$ cat src/design/vfpi_pkg.sv
// Shared types, register indexes and reset constants of the velocity filter and PI controller.
package vfpi_pkg;

    localparam int WORD_W      = 32;
    localparam int CFG_INDEX_W = 3;

    typedef struct packed {
        logic signed [WORD_W-1:0] shaft_speed;
        logic                     shaft_present;
    } in_word_t;

    typedef struct packed {
        logic signed [WORD_W-1:0] filtered_speed;
        logic signed [WORD_W-1:0] drive_effort;
    } out_word_t;

    typedef enum logic [CFG_INDEX_W-1:0] {
        CFG_REFERENCE_SPEED  = 3'd0,
        CFG_FILTER_GAIN_NOW  = 3'd1,
        CFG_FILTER_GAIN_PREV = 3'd2,
        CFG_FILTER_FEEDBACK  = 3'd3,
        CFG_CTL_FEEDBACK     = 3'd4,
        CFG_CTL_GAIN_NOW     = 3'd5,
        CFG_CTL_GAIN_PREV    = 3'd6
    } cfg_reg_t;

    typedef enum logic [2:0] {
        S_IDLE,
        S_FILT,
        S_FSUM,
        S_ERR,
        S_CTL,
        S_CSUM
    } state_t;

    typedef enum logic [1:0] {
        TAP_FEEDBACK,
        TAP_NOW,
        TAP_PREV
    } tap_t;

    typedef struct packed {
        logic start;
        logic issue;
        logic add;
    } mac_ctl_t;

    localparam logic signed [WORD_W-1:0] REFERENCE_SPEED_RST  = 32'sd0;
    localparam logic signed [WORD_W-1:0] FILTER_GAIN_NOW_RST  = 32'sd10382;
    localparam logic signed [WORD_W-1:0] FILTER_GAIN_PREV_RST = 32'sd10382;
    localparam logic signed [WORD_W-1:0] FILTER_FEEDBACK_RST  = 32'sd1027814;
    localparam logic signed [WORD_W-1:0] CTL_FEEDBACK_RST     = 32'sd1048576;
    localparam logic signed [WORD_W-1:0] CTL_GAIN_NOW_RST     = 32'sd215272653;
    localparam logic signed [WORD_W-1:0] CTL_GAIN_PREV_RST    = -32'sd215167795;

endpackage

$ cat src/design/vfpi_mac.sv
// Shared multiplier and accumulator with floor shift and output saturation.
module vfpi_mac #(
    parameter int DATA_WIDTH     = 32,
    parameter int COEF_FRAC_BITS = 20
) (
    input  logic                    aclk,
    input  vfpi_pkg::mac_ctl_t      ctl,
    input  logic signed [31:0]      op_val,
    input  logic signed [31:0]      op_coef,
    output logic signed [31:0]      sum_sat
);
    import vfpi_pkg::*;

    localparam int VAL_BITS   = (DATA_WIDTH < WORD_W) ? DATA_WIDTH : WORD_W;
    localparam int FRAC_SHIFT = COEF_FRAC_BITS % 32;
    localparam int PROD_W     = 2 * WORD_W;
    localparam int ACC_W      = PROD_W - FRAC_SHIFT + 2;

    logic signed [PROD_W-1:0]   prod_reg;
    logic signed [PROD_W-1:0]   prod_next;
    logic signed [ACC_W-1:0]    acc_reg;
    logic signed [ACC_W-1:0]    acc_next;
    logic signed [ACC_W-1:0]    term;
    logic signed [ACC_W-1:0]    total;
    logic                       overflow;
    logic signed [VAL_BITS-1:0] sat_val;

    assign prod_next = PROD_W'(op_val) * PROD_W'(op_coef);
    assign term      = ACC_W'(prod_reg >>> FRAC_SHIFT);
    assign total     = acc_reg + term;

    always_comb begin
        if (ctl.start) begin
            acc_next = '0;
        end else if (ctl.add) begin
            acc_next = total;
        end else begin
            acc_next = acc_reg;
        end
    end

    assign overflow = (total[ACC_W-1:VAL_BITS-1] != {(ACC_W-VAL_BITS+1){total[ACC_W-1]}});

    always_comb begin
        if (!overflow) begin
            sat_val = total[VAL_BITS-1:0];
        end else if (total[ACC_W-1]) begin
            sat_val = {1'b1, {(VAL_BITS-1){1'b0}}};
        end else begin
            sat_val = {1'b0, {(VAL_BITS-1){1'b1}}};
        end
    end

    assign sum_sat = 32'(sat_val);

    always_ff @(posedge aclk) begin
        if (ctl.issue) begin
            prod_reg <= prod_next;
        end
        acc_reg <= acc_next;
    end

endmodule

$ cat src/design/velocity_filter_pi_controller.sv
// Velocity low-pass filter followed by an incremental PI controller, top level.
// A word with the present flag set runs the filter and then the controller; the next word
// waits until that result is committed, as the single multiplier-accumulator forms all six
// products in turn, the error step between them. A word with the flag clear is dropped.
// Reset is synchronous, active low: coefficients return to defaults, history and valid clear.
module velocity_filter_pi_controller #(
    parameter int DATA_WIDTH     = 32,
    parameter int COEF_FRAC_BITS = 20
) (
    input  logic                                 aclk,
    input  logic                                 aresetn,
    input  logic                                 s_valid,
    output logic                                 s_ready,
    input  vfpi_pkg::in_word_t                   s_data,
    output logic                                 m_valid,
    input  logic                                 m_ready,
    output vfpi_pkg::out_word_t                  m_data,
    input  logic                                 cfg_valid,
    output logic                                 cfg_ready,
    input  logic [vfpi_pkg::CFG_INDEX_W-1:0]     cfg_index,
    input  logic [31:0]                          cfg_data
);
    import vfpi_pkg::*;

    localparam int VAL_BITS = (DATA_WIDTH < WORD_W) ? DATA_WIDTH : WORD_W;

    logic signed [WORD_W-1:0]   reference_speed_reg;
    logic signed [WORD_W-1:0]   filter_gain_now_reg;
    logic signed [WORD_W-1:0]   filter_gain_prev_reg;
    logic signed [WORD_W-1:0]   filter_feedback_reg;
    logic signed [WORD_W-1:0]   ctl_feedback_reg;
    logic signed [WORD_W-1:0]   ctl_gain_now_reg;
    logic signed [WORD_W-1:0]   ctl_gain_prev_reg;

    logic signed [VAL_BITS-1:0] prev_sample_reg;
    logic signed [VAL_BITS-1:0] prev_filtered_reg;
    logic signed [VAL_BITS-1:0] prev_error_reg;
    logic signed [VAL_BITS-1:0] prev_effort_reg;
    logic signed [VAL_BITS-1:0] x_reg;
    logic signed [VAL_BITS-1:0] y_reg;
    logic signed [VAL_BITS-1:0] e_reg;

    state_t                     state_reg;
    state_t                     state_next;
    tap_t                       tap_reg;
    tap_t                       tap_next;
    logic                       m_valid_reg;
    logic                       m_valid_next;
    out_word_t                  out_reg;

    mac_ctl_t                   mac_ctl;
    logic signed [WORD_W-1:0]   op_val;
    logic signed [WORD_W-1:0]   op_coef;
    logic signed [WORD_W-1:0]   sum_sat;
    logic                       load_x;
    logic                       load_y;
    logic                       load_e;
    logic                       commit;

    logic signed [WORD_W:0]     sat_src;
    logic                       sat_ovf;
    logic signed [VAL_BITS-1:0] sat_res;

    vfpi_mac #(
        .DATA_WIDTH     (DATA_WIDTH),
        .COEF_FRAC_BITS (COEF_FRAC_BITS)
    ) u_mac (
        .aclk    (aclk),
        .ctl     (mac_ctl),
        .op_val  (op_val),
        .op_coef (op_coef),
        .sum_sat (sum_sat)
    );

    // One saturator serves the incoming sample and the controller error.
    assign sat_src = (state_reg == S_IDLE) ? (WORD_W+1)'(s_data.shaft_speed)
                   : (WORD_W+1)'(reference_speed_reg) - (WORD_W+1)'(y_reg);
    assign sat_ovf = (sat_src[WORD_W:VAL_BITS-1] != {(WORD_W-VAL_BITS+2){sat_src[WORD_W]}});

    always_comb begin
        if (!sat_ovf) begin
            sat_res = sat_src[VAL_BITS-1:0];
        end else if (sat_src[WORD_W]) begin
            sat_res = {1'b1, {(VAL_BITS-1){1'b0}}};
        end else begin
            sat_res = {1'b0, {(VAL_BITS-1){1'b1}}};
        end
    end

    always_comb begin
        state_next = state_reg;
        tap_next   = TAP_FEEDBACK;
        case (state_reg)
            S_IDLE: begin
                if (s_valid && s_data.shaft_present) begin
                    state_next = S_FILT;
                end
            end
            S_FILT: begin
                case (tap_reg)
                    TAP_FEEDBACK: tap_next = TAP_NOW;
                    TAP_NOW:      tap_next = TAP_PREV;
                    default:      state_next = S_FSUM;
                endcase
            end
            S_FSUM: state_next = S_ERR;
            S_ERR:  state_next = S_CTL;
            S_CTL: begin
                case (tap_reg)
                    TAP_FEEDBACK: tap_next = TAP_NOW;
                    TAP_NOW:      tap_next = TAP_PREV;
                    default:      state_next = S_CSUM;
                endcase
            end
            S_CSUM: begin
                if (!m_valid_reg || m_ready) begin
                    state_next = S_IDLE;
                end
            end
            default: state_next = S_IDLE;
        endcase
    end

    always_comb begin
        mac_ctl = '0;
        op_val  = 32'(prev_filtered_reg);
        op_coef = filter_feedback_reg;
        load_x  = 1'b0;
        load_y  = 1'b0;
        load_e  = 1'b0;
        commit  = 1'b0;
        case (state_reg)
            S_IDLE: load_x = s_valid;
            S_FILT: begin
                mac_ctl.issue = 1'b1;
                mac_ctl.start = (tap_reg == TAP_FEEDBACK);
                mac_ctl.add   = (tap_reg != TAP_FEEDBACK);
                case (tap_reg)
                    TAP_FEEDBACK: begin
                        op_val  = 32'(prev_filtered_reg);
                        op_coef = filter_feedback_reg;
                    end
                    TAP_NOW: begin
                        op_val  = 32'(x_reg);
                        op_coef = filter_gain_now_reg;
                    end
                    default: begin
                        op_val  = 32'(prev_sample_reg);
                        op_coef = filter_gain_prev_reg;
                    end
                endcase
            end
            S_FSUM: load_y = 1'b1;
            S_ERR:  load_e = 1'b1;
            S_CTL: begin
                mac_ctl.issue = 1'b1;
                mac_ctl.start = (tap_reg == TAP_FEEDBACK);
                mac_ctl.add   = (tap_reg != TAP_FEEDBACK);
                case (tap_reg)
                    TAP_FEEDBACK: begin
                        op_val  = 32'(prev_effort_reg);
                        op_coef = ctl_feedback_reg;
                    end
                    TAP_NOW: begin
                        op_val  = 32'(e_reg);
                        op_coef = ctl_gain_now_reg;
                    end
                    default: begin
                        op_val  = 32'(prev_error_reg);
                        op_coef = ctl_gain_prev_reg;
                    end
                endcase
            end
            S_CSUM: commit = !m_valid_reg || m_ready;
            default: commit = 1'b0;
        endcase
    end

    always_comb begin
        if (commit) begin
            m_valid_next = 1'b1;
        end else if (m_ready) begin
            m_valid_next = 1'b0;
        end else begin
            m_valid_next = m_valid_reg;
        end
    end

    always_ff @(posedge aclk) begin
        if (!aresetn) begin
            state_reg            <= S_IDLE;
            tap_reg              <= TAP_FEEDBACK;
            m_valid_reg          <= 1'b0;
            reference_speed_reg  <= REFERENCE_SPEED_RST;
            filter_gain_now_reg  <= FILTER_GAIN_NOW_RST;
            filter_gain_prev_reg <= FILTER_GAIN_PREV_RST;
            filter_feedback_reg  <= FILTER_FEEDBACK_RST;
            ctl_feedback_reg     <= CTL_FEEDBACK_RST;
            ctl_gain_now_reg     <= CTL_GAIN_NOW_RST;
            ctl_gain_prev_reg    <= CTL_GAIN_PREV_RST;
            prev_sample_reg      <= '0;
            prev_filtered_reg    <= '0;
            prev_error_reg       <= '0;
            prev_effort_reg      <= '0;
        end else begin
            state_reg   <= state_next;
            tap_reg     <= tap_next;
            m_valid_reg <= m_valid_next;
            if (cfg_valid) begin
                case (cfg_index)
                    CFG_REFERENCE_SPEED:  reference_speed_reg  <= cfg_data;
                    CFG_FILTER_GAIN_NOW:  filter_gain_now_reg  <= cfg_data;
                    CFG_FILTER_GAIN_PREV: filter_gain_prev_reg <= cfg_data;
                    CFG_FILTER_FEEDBACK:  filter_feedback_reg  <= cfg_data;
                    CFG_CTL_FEEDBACK:     ctl_feedback_reg     <= cfg_data;
                    CFG_CTL_GAIN_NOW:     ctl_gain_now_reg     <= cfg_data;
                    CFG_CTL_GAIN_PREV:    ctl_gain_prev_reg    <= cfg_data;
                    default:              ;
                endcase
            end
            if (commit) begin
                prev_sample_reg   <= x_reg;
                prev_filtered_reg <= y_reg;
                prev_error_reg    <= e_reg;
                prev_effort_reg   <= sum_sat[VAL_BITS-1:0];
            end
        end
    end

    always_ff @(posedge aclk) begin
        if (load_x) begin
            x_reg <= sat_res;
        end
        if (load_y) begin
            y_reg <= sum_sat[VAL_BITS-1:0];
        end
        if (load_e) begin
            e_reg <= sat_res;
        end
        if (commit) begin
            out_reg.filtered_speed <= 32'(y_reg);
            out_reg.drive_effort   <= sum_sat;
        end
    end

    assign s_ready   = (state_reg == S_IDLE);
    assign cfg_ready = 1'b1;
    assign m_valid   = m_valid_reg;
    assign m_data    = out_reg;

`ifndef SYNTH
    a_result_from_final_step: assert property (@(posedge aclk) disable iff (!aresetn)
        $rose(m_valid) |-> $past(state_reg == S_CSUM))
        else $error("Result word appeared without finishing the controller step.");

    a_present_starts_filter: assert property (@(posedge aclk) disable iff (!aresetn)
        s_valid && s_ready && s_data.shaft_present |=> state_reg == S_FILT)
        else $error("Accepted sample did not start the filter sequence.");

    a_absent_keeps_history: assert property (@(posedge aclk) disable iff (!aresetn)
        s_valid && s_ready && !s_data.shaft_present
        |=> state_reg == S_IDLE && $stable(prev_sample_reg) && $stable(prev_effort_reg))
        else $error("Absent sample changed the controller history.");

    a_hold_while_output_full: assert property (@(posedge aclk) disable iff (!aresetn)
        state_reg == S_CSUM && m_valid && !m_ready |=> state_reg == S_CSUM)
        else $error("Finished result overwrote a word still waiting at the output.");
`endif

endmodule
$ cat config.mk
export PLATFORM = sky130hd
export DESIGN_NAME = velocity_filter_pi_controller
export DESIGN_NICKNAME = d
export VERILOG_FILES = /design/src/design/vfpi_pkg.sv /design/src/design/vfpi_mac.sv /design/src/design/velocity_filter_pi_controller.sv
export SDC_FILE = /design/constraint.sdc
export NUM_CORES = 2
export LEC_CHECK = 0
export ABC_AREA = 1
export BUFFER_PORTS_ARGS = -buffer_cell sky130_fd_sc_hd__buf_2
export CAP_MARGIN = 0
export CORE_MARGIN = 3
export CORE_UTILIZATION = 50
export CTS_BUF_LIST = sky130_fd_sc_hd__clkbuf_2
export DETAILED_ROUTE_END_ITERATION = 16
export PLACE_DENSITY = 0.62
export SYNTH_ARGS = -nofsm -noshare
export SYNTH_HDL_FRONTEND = slang
export SYNTH_SLANG_ARGS = --single-unit
$ cat constraint.sdc
create_clock -name aclk -period 10.1 [get_ports aclk]
set_clock_uncertainty 0.2 [all_clocks]
set_input_delay 0.505 -clock aclk [delete_from_list [all_inputs] [get_ports aclk]]
set_output_delay 0.505 -clock aclk [all_outputs]
set_load 0.03 [all_outputs]
-- Yosys cells after proc, flatten, opt, wreduce, memory -nomap -nowiden
Index checks and enable logic that the tools add are counted.
- $add $sub $neg: 2
- multipliers: 1
- eq/ne operators: 18
- mux-type cells: 24
- reductions and logical operators: 19
- operator list (operator ; count):
    32-bit one-hot mux with 2 select lines ; 6
    32-bit two-way mux ; 4
    32-bit by 32-bit multiplier with 64-bit output ; 1
    46-bit by 44-bit adder with 46-bit output ; 1
    33-bit two-way mux ; 1
    32-bit by 32-bit subtractor with 33-bit output ; 1
    3-bit one-hot mux with 6 select lines ; 1
    2-bit AND reduction ; 8
    3-bit equality test, second input constant ; 5
    3-bit two-way mux ; 5
    14-bit != test ; 1
    3-bit by 2-bit equality test with 1-bit output, second input constant ; 4
    3-bit by 1-bit equality test with 1-bit output, second input constant ; 2
    3-bit logical NOT ; 2
    1-bit two-way mux ; 6
    2-bit != test, second input constant ; 3
    2-bit one-hot mux with 2 select lines ; 1
    4-bit AND reduction ; 1
    2-bit nonzero test ; 2
    2-bit OR reduction ; 2
    2-bit by 1-bit equality test with 1-bit output, second input constant ; 1
    2-bit logical NOT ; 1
    2-bit by 1-bit != test with 1-bit output, second input constant ; 1
    1-bit logical AND ; 1
    other kinds (3) ; 3
- register bits: 628
- bits of input ports: 73
- output and inout port bits: 67
- word-level logic and storage cells: 85

-- Longest topological paths before layout
- depth after elaboration: 4
- mapped depth: 42
- gate-level depth less buffers: 40

-- By module
From an unflattened synthesis, not the netlist that was laid out.
- cells, all modules: 8970
- area, all modules: 68197.9 sq um
- modules (own cells, without submodules) (module ; times used ; cells an instance ; area an instance (sq um) ; seq. area each (sq um)):
    vfpi_mac ; 1 ; 5792 ; 44617.8 ; 2242.2
    velocity_filter_pi_controller ; 1 ; 3178 ; 23580.1 ; 11971.5

-- Worst setup path after synthesis
No wires, ideal clock.
- path type: register to register
- start point: reg state_reg[2]
- end point: reg u_mac.prod_reg[59], data pin
- data arrival time: 8122 ps
- required time: 9648 ps
- setup slack: 1526 ps
- cell stages (with the launch flop): 32
- path buffers: 2
- clock period less this slack: 8574 ps
- cell sequence: dfxtp_1 > inv_2 > nor2_8 > buf_4 > nor2_4 > buf_2 > a211oi_2 > inv_2 > nand2_1 > inv_1 > fa_1 > fa_1 > fa_1 > fa_1 > inv_1 > fa_1 > inv_1 > fa_1 > inv_1 > fa_1 > inv_1 > fa_1 > ha_1 > a21oi_1 > inv_1 > nor2_1 > a21boi_0 > o21ai_0 > a21oi_1 > nand2_1 > nand2_1 > nand2_1
- cells in the longest elaborated chain, start to end: 3
- RTL lines (what ; line ; RTL):
    from (decl) ; velocity_filter_pi_controller.sv:43 ; state_t state_reg;
    from (signal assigned) ; velocity_filter_pi_controller.sv:206 ; state_reg <= state_next;
    3-bit equality test or 3-bit by 1-bit equality test with 1-bit output (tied branches) ; velocity_filter_pi_controller.sv:132 ; case (state_reg)
    32-bit one-hot mux with 2 select lines ; velocity_filter_pi_controller.sv:132 ;
    32-bit by 32-bit multiplier with 64-bit output (*) ; vfpi_mac.sv:28 ; assign prod_next = PROD_W'(op_val) * PROD_W'(op_coef);
    via u_mac.prod_next[59] ; vfpi_mac.sv:20 ; logic signed [PROD_W-1:0] prod_next;
    to (signal assigned) ; vfpi_mac.sv:58 ; prod_reg <= prod_next;
    to (decl) ; vfpi_mac.sv:19 ; logic signed [PROD_W-1:0] prod_reg;
Mark *: on every way through the listed nets, which the timed path passes. The rest lies on a longest branch.
A chain may end at the register's enable or synchronous reset.

-- Worst setup path after layout
- start point: reg state_reg[2]
- end point: reg u_mac.prod_reg[56], data pin
The elaborated chain is that of the path after synthesis.

==> impl.org <==
** Min path
- The min-delay analysis places its worst path in the category in -> reg.
- Along the worst hold path, the cell count comes to 3.
- The worst hold path begins at aresetn.

** Worst setup path
- The worst setup path is captured at a register.
- In this run the critical register-to-register path is launched from state_reg[2].
- Type of element launching the critical path :: register
- Data arrival, critical path :: 10,710 ps
- Of all nets on the critical path, the largest fanout is 26.
- Reg2Reg Depth :: 27
- Worst setup startpoint :: state_reg[2]
- Required time at the endpoint of the critical path :: 10,860 ps
- Worst Path Class, Setup :: reg -> reg

** Yosys
- Post-synthesis instance area :: 0.0652 mm^2
- After synthesis, the cell types taking the most area are fa_1 (33%), dfxtp_1 (12%), nand2_1 (9.4%).
- Top cell type's share of synthesized area :: 33.2%
- Of all flip-flops after synthesis, the portion carrying an async set or reset was 0%.
- The synthesized design contains 204 enable-type register cells.
- Count of state elements after synthesis :: 608
- Synthesized netlist net count :: 9,390
- Share of synthesized area occupied by flip-flops and latches :: 21.8%
- Unique masters post-synth :: 58
- Most instantiated library cell after synthesis :: nand2_1
- Sorting the synthesized cells by how often they occur yields nand2_1 (1,641), inv_1 (1,529), nor2_1 (1,118), fa_1 (1,083), dfxtp_1 (404).
- The average instance in the mapped netlist occupies 8.18 um^2.
- Yosys printed 0 warnings.
- Of all cell types, the one taking the most synthesized area is fa_1.
- Cells after synthesis :: 7,977
- The most used flip-flop cell after synthesis is dfxtp_1.

** Clocking
- The clock tree synthesis step divided the H-tree into 4 levels.
- After clock tree synthesis, the clock-pin slew on the worst setup and hold paths is 110 ps.
- Number of buffers created by CTS :: 139
- Counting every sink on the clock net gives 608.
- Clock latency reported for the late side of the worst-skew pair :: 1340 ps
- Clock root buffer :: clkbuf_2
- The longest clock path from root to sink contains 3 buffers.
- TritonCTS built the clock tree.

** Timing
- Least-Margin Pin Slew :: 1240 ps
- Setup-failing EPs final :: 0
- Shortest period the worst path allows :: 9940 ps
- Final-report hold violation count :: 0
- Setup repair after global routing left no endpoint under its margin.
- The number of pins exceeding their max-slew limit in the final report came to 0.
- Maximum clock frequency :: 101 MHz
- Setup total negative slack on the finished layout was measured at 0 ps.
- Dividing the final minimum period by the clock period gives 98.4%.
- Headroom to the max-slew limit came out at 17.2%.

** Floorplanning
- Width of the chip :: 367 um
- The total area inside the core boundary comes to 0.129 mm^2.
- I/O pin total :: 140
- For this configuration, the core starts out at a cell density of 50.8%.
- Measured along the y axis, the die boundary spans 367 um.
- Full die area :: 0.135 mm^2
- The initialized floorplan defines 131 standard-cell rows.

** Detailed routing
- Detailed routing placed a total of 108,000 um of wire on met2.
- For this block, wires on met1 add up to 98,200 um.
- The routed design has 243,000 um of wire.
- Final routed DRC violation total :: 0
- Dividing the detail-routed via count by the number of cells gives 5.55.
- The highest metal layer carrying signal wires in the routed design is met4.
- The first detailed-routing pass took 6 iterations.
- In the final routed layout, each cell accounts on average for 24.0 um.
- Antenna-violating nets left :: 0
- Number of violations reported at the end of detailed-routing iteration 0 :: 5,822
- The routed layout has 56,100 vias.
- In the detailed route, the total length drawn on met3 is 24,900 um.

** Final layout
- Storage element area :: 0.0142 mm^2
- The multi-input combinational cells in the finished layout cover a total of 0.0438 mm^2.
- Nets@finish :: 9,674
- The finished layout holds 10,100 standard cells, fillers aside.
- Filler instances :: 12,300
- From synthesis to final layout, the design area changed by 9.33%.
- Of the cells placed in the final design, the portion with a size suffix greater than 1 is 8.59%.
- The register with the most flip-flops in the layout has 64 of them.

** Placed design
- The congestion estimate from routability-driven global placement came to 1.03.
- In this run the tool buffered the top-level ports with 138 buffer cells.
- Inst Count DP :: 9,701
- Detailed placement finished with a half-perimeter wire length of 192,000 um.

** Job
- The tool flagged a number of max-cap violations equal to 0.

** GRT
- Number of global-route vias before repair :: 55,900
- The initial antenna violation count came to 6.
- The first global-routing pass estimated 360,000 um of wire.
- The total overflow left after global routing is 0.
- All-Layer GR Usage :: 35.9%
- Largest net degree at the start of global routing :: 146

** Status
- Outcome :: completed
## repair_timing
action | CTS | global route
endpoints found under the setup margin | 0 | 14
buffers inserted | 0 | 4
endpoints found under the hold margin | 324 | 0
gates resized for setup | 0 | 10
hold buffers | 144 | 0
## critical path, stage by stage, from the launching register on
cell	delay [ps]
dfxtp_1	440
inv_2	180
nor2_8	90
inv_2	470
a31oi_1	210
a221oi_1	540
o21ai_2	160
inv_2	530
buf_4	280
nor2_1	60
fa_1	650
fa_1	480
fa_1	480
fa_1	560
fa_1	440
fa_1	520
fa_1	460
fa_1	540
ha_1	440
a21oi_1	280
o21ai_0	190
a21oi_1	280
o21ai_0	140
a21oi_1	130
nand2_1	210
nand2_1	130
nand2_1	60
xor2_1	450
## logic make-up (layout without fill, tap and decap cells)
kind of cell / after synthesis / after routing / share of synthesized area, %
xor+xnor: 88 / 88 / 1.18
compound gates: 959 / 959 / 8.92
other cells: 1 / 6 / 0.00575
buf+inv: 1914 / 2305 / 11.4
simple gates: 3067 / 3067 / 18.6
flops: 608 / 608 / 21.8
fa+ha+maj: 1340 / 1340 / 38.2
## per-layer routing
layer  GRT usage, %  up-vias
met5              0        -
met4           15.1        0
met3           7.84      473
met2           55.2     2912
met1           49.4    27800
li1               -    24800
## layout make-up
| type | instances | share of cell area, % |
|---|---|---|
| timing repair buffer | 481 | 5.32 |
| clock buffer | 213 | 1.49 |
| inverter | 1576 | 8.32 |
| tap | 1729 | 3.03 |
| sequential | 608 | 19.9 |
| multi-input combinational | 5455 | 61.5 |
| clock inverter | 35 | 0.419 |
| antenna | 5 | 0.0175 |
## per-stage QoR
step	instance area, um^2	worst slack [ps]	util [%]	hold WS, ps
finish	71300	157	55.5	121
global route	71300	9.66	55.5	66.7
CTS	71300	70.1	55.4	0.656
floorplan	65200	1530	-	225
global placement	68400	90.3	53.3	232
detailed placement	68400	108	53.3	237
## path summary, 6_finish.rpt
| check | to | slack [ps] |
|---|---|---|
| hold reg to reg | m_data[34] | 250 |
| setup / recovery | u_mac.prod_reg[56] | 160 |
| hold / removal | ctl_gain_prev_reg[21] | 120 |
| setup reg to reg | u_mac.prod_reg[56] | 160 |
## placed cells by master (no fill, tap or decap), types with 45 or more instances in the layout
| master | Yosys | routed |
|---|---|---|
| nor2_1 | 1118 | 1110 |
| a31oi_1 | 45 | 45 |
| nand2_1 | 1641 | 1639 |
| nand3_1 | 196 | 196 |
| o21ai_0 | 386 | 386 |
| dlygate4sd3_1 | 0 | 144 |
| edfxtp_1 | 204 | 204 |
| fa_1 | 1083 | 1083 |
| clkbuf_2 | 0 | 213 |
| buf_2 | 126 | 137 |
| ha_1 | 257 | 257 |
| buf_4 | 5 | 186 |
| a21oi_1 | 290 | 290 |
| inv_1 | 1529 | 1527 |
| a22o_1 | 73 | 73 |
| dfxtp_1 | 404 | 403 |
| xor2_1 | 59 | 59 |
Power is not shown: default switching activity piles up to over one toggle a cycle in this logic, so the estimate is an artifact.
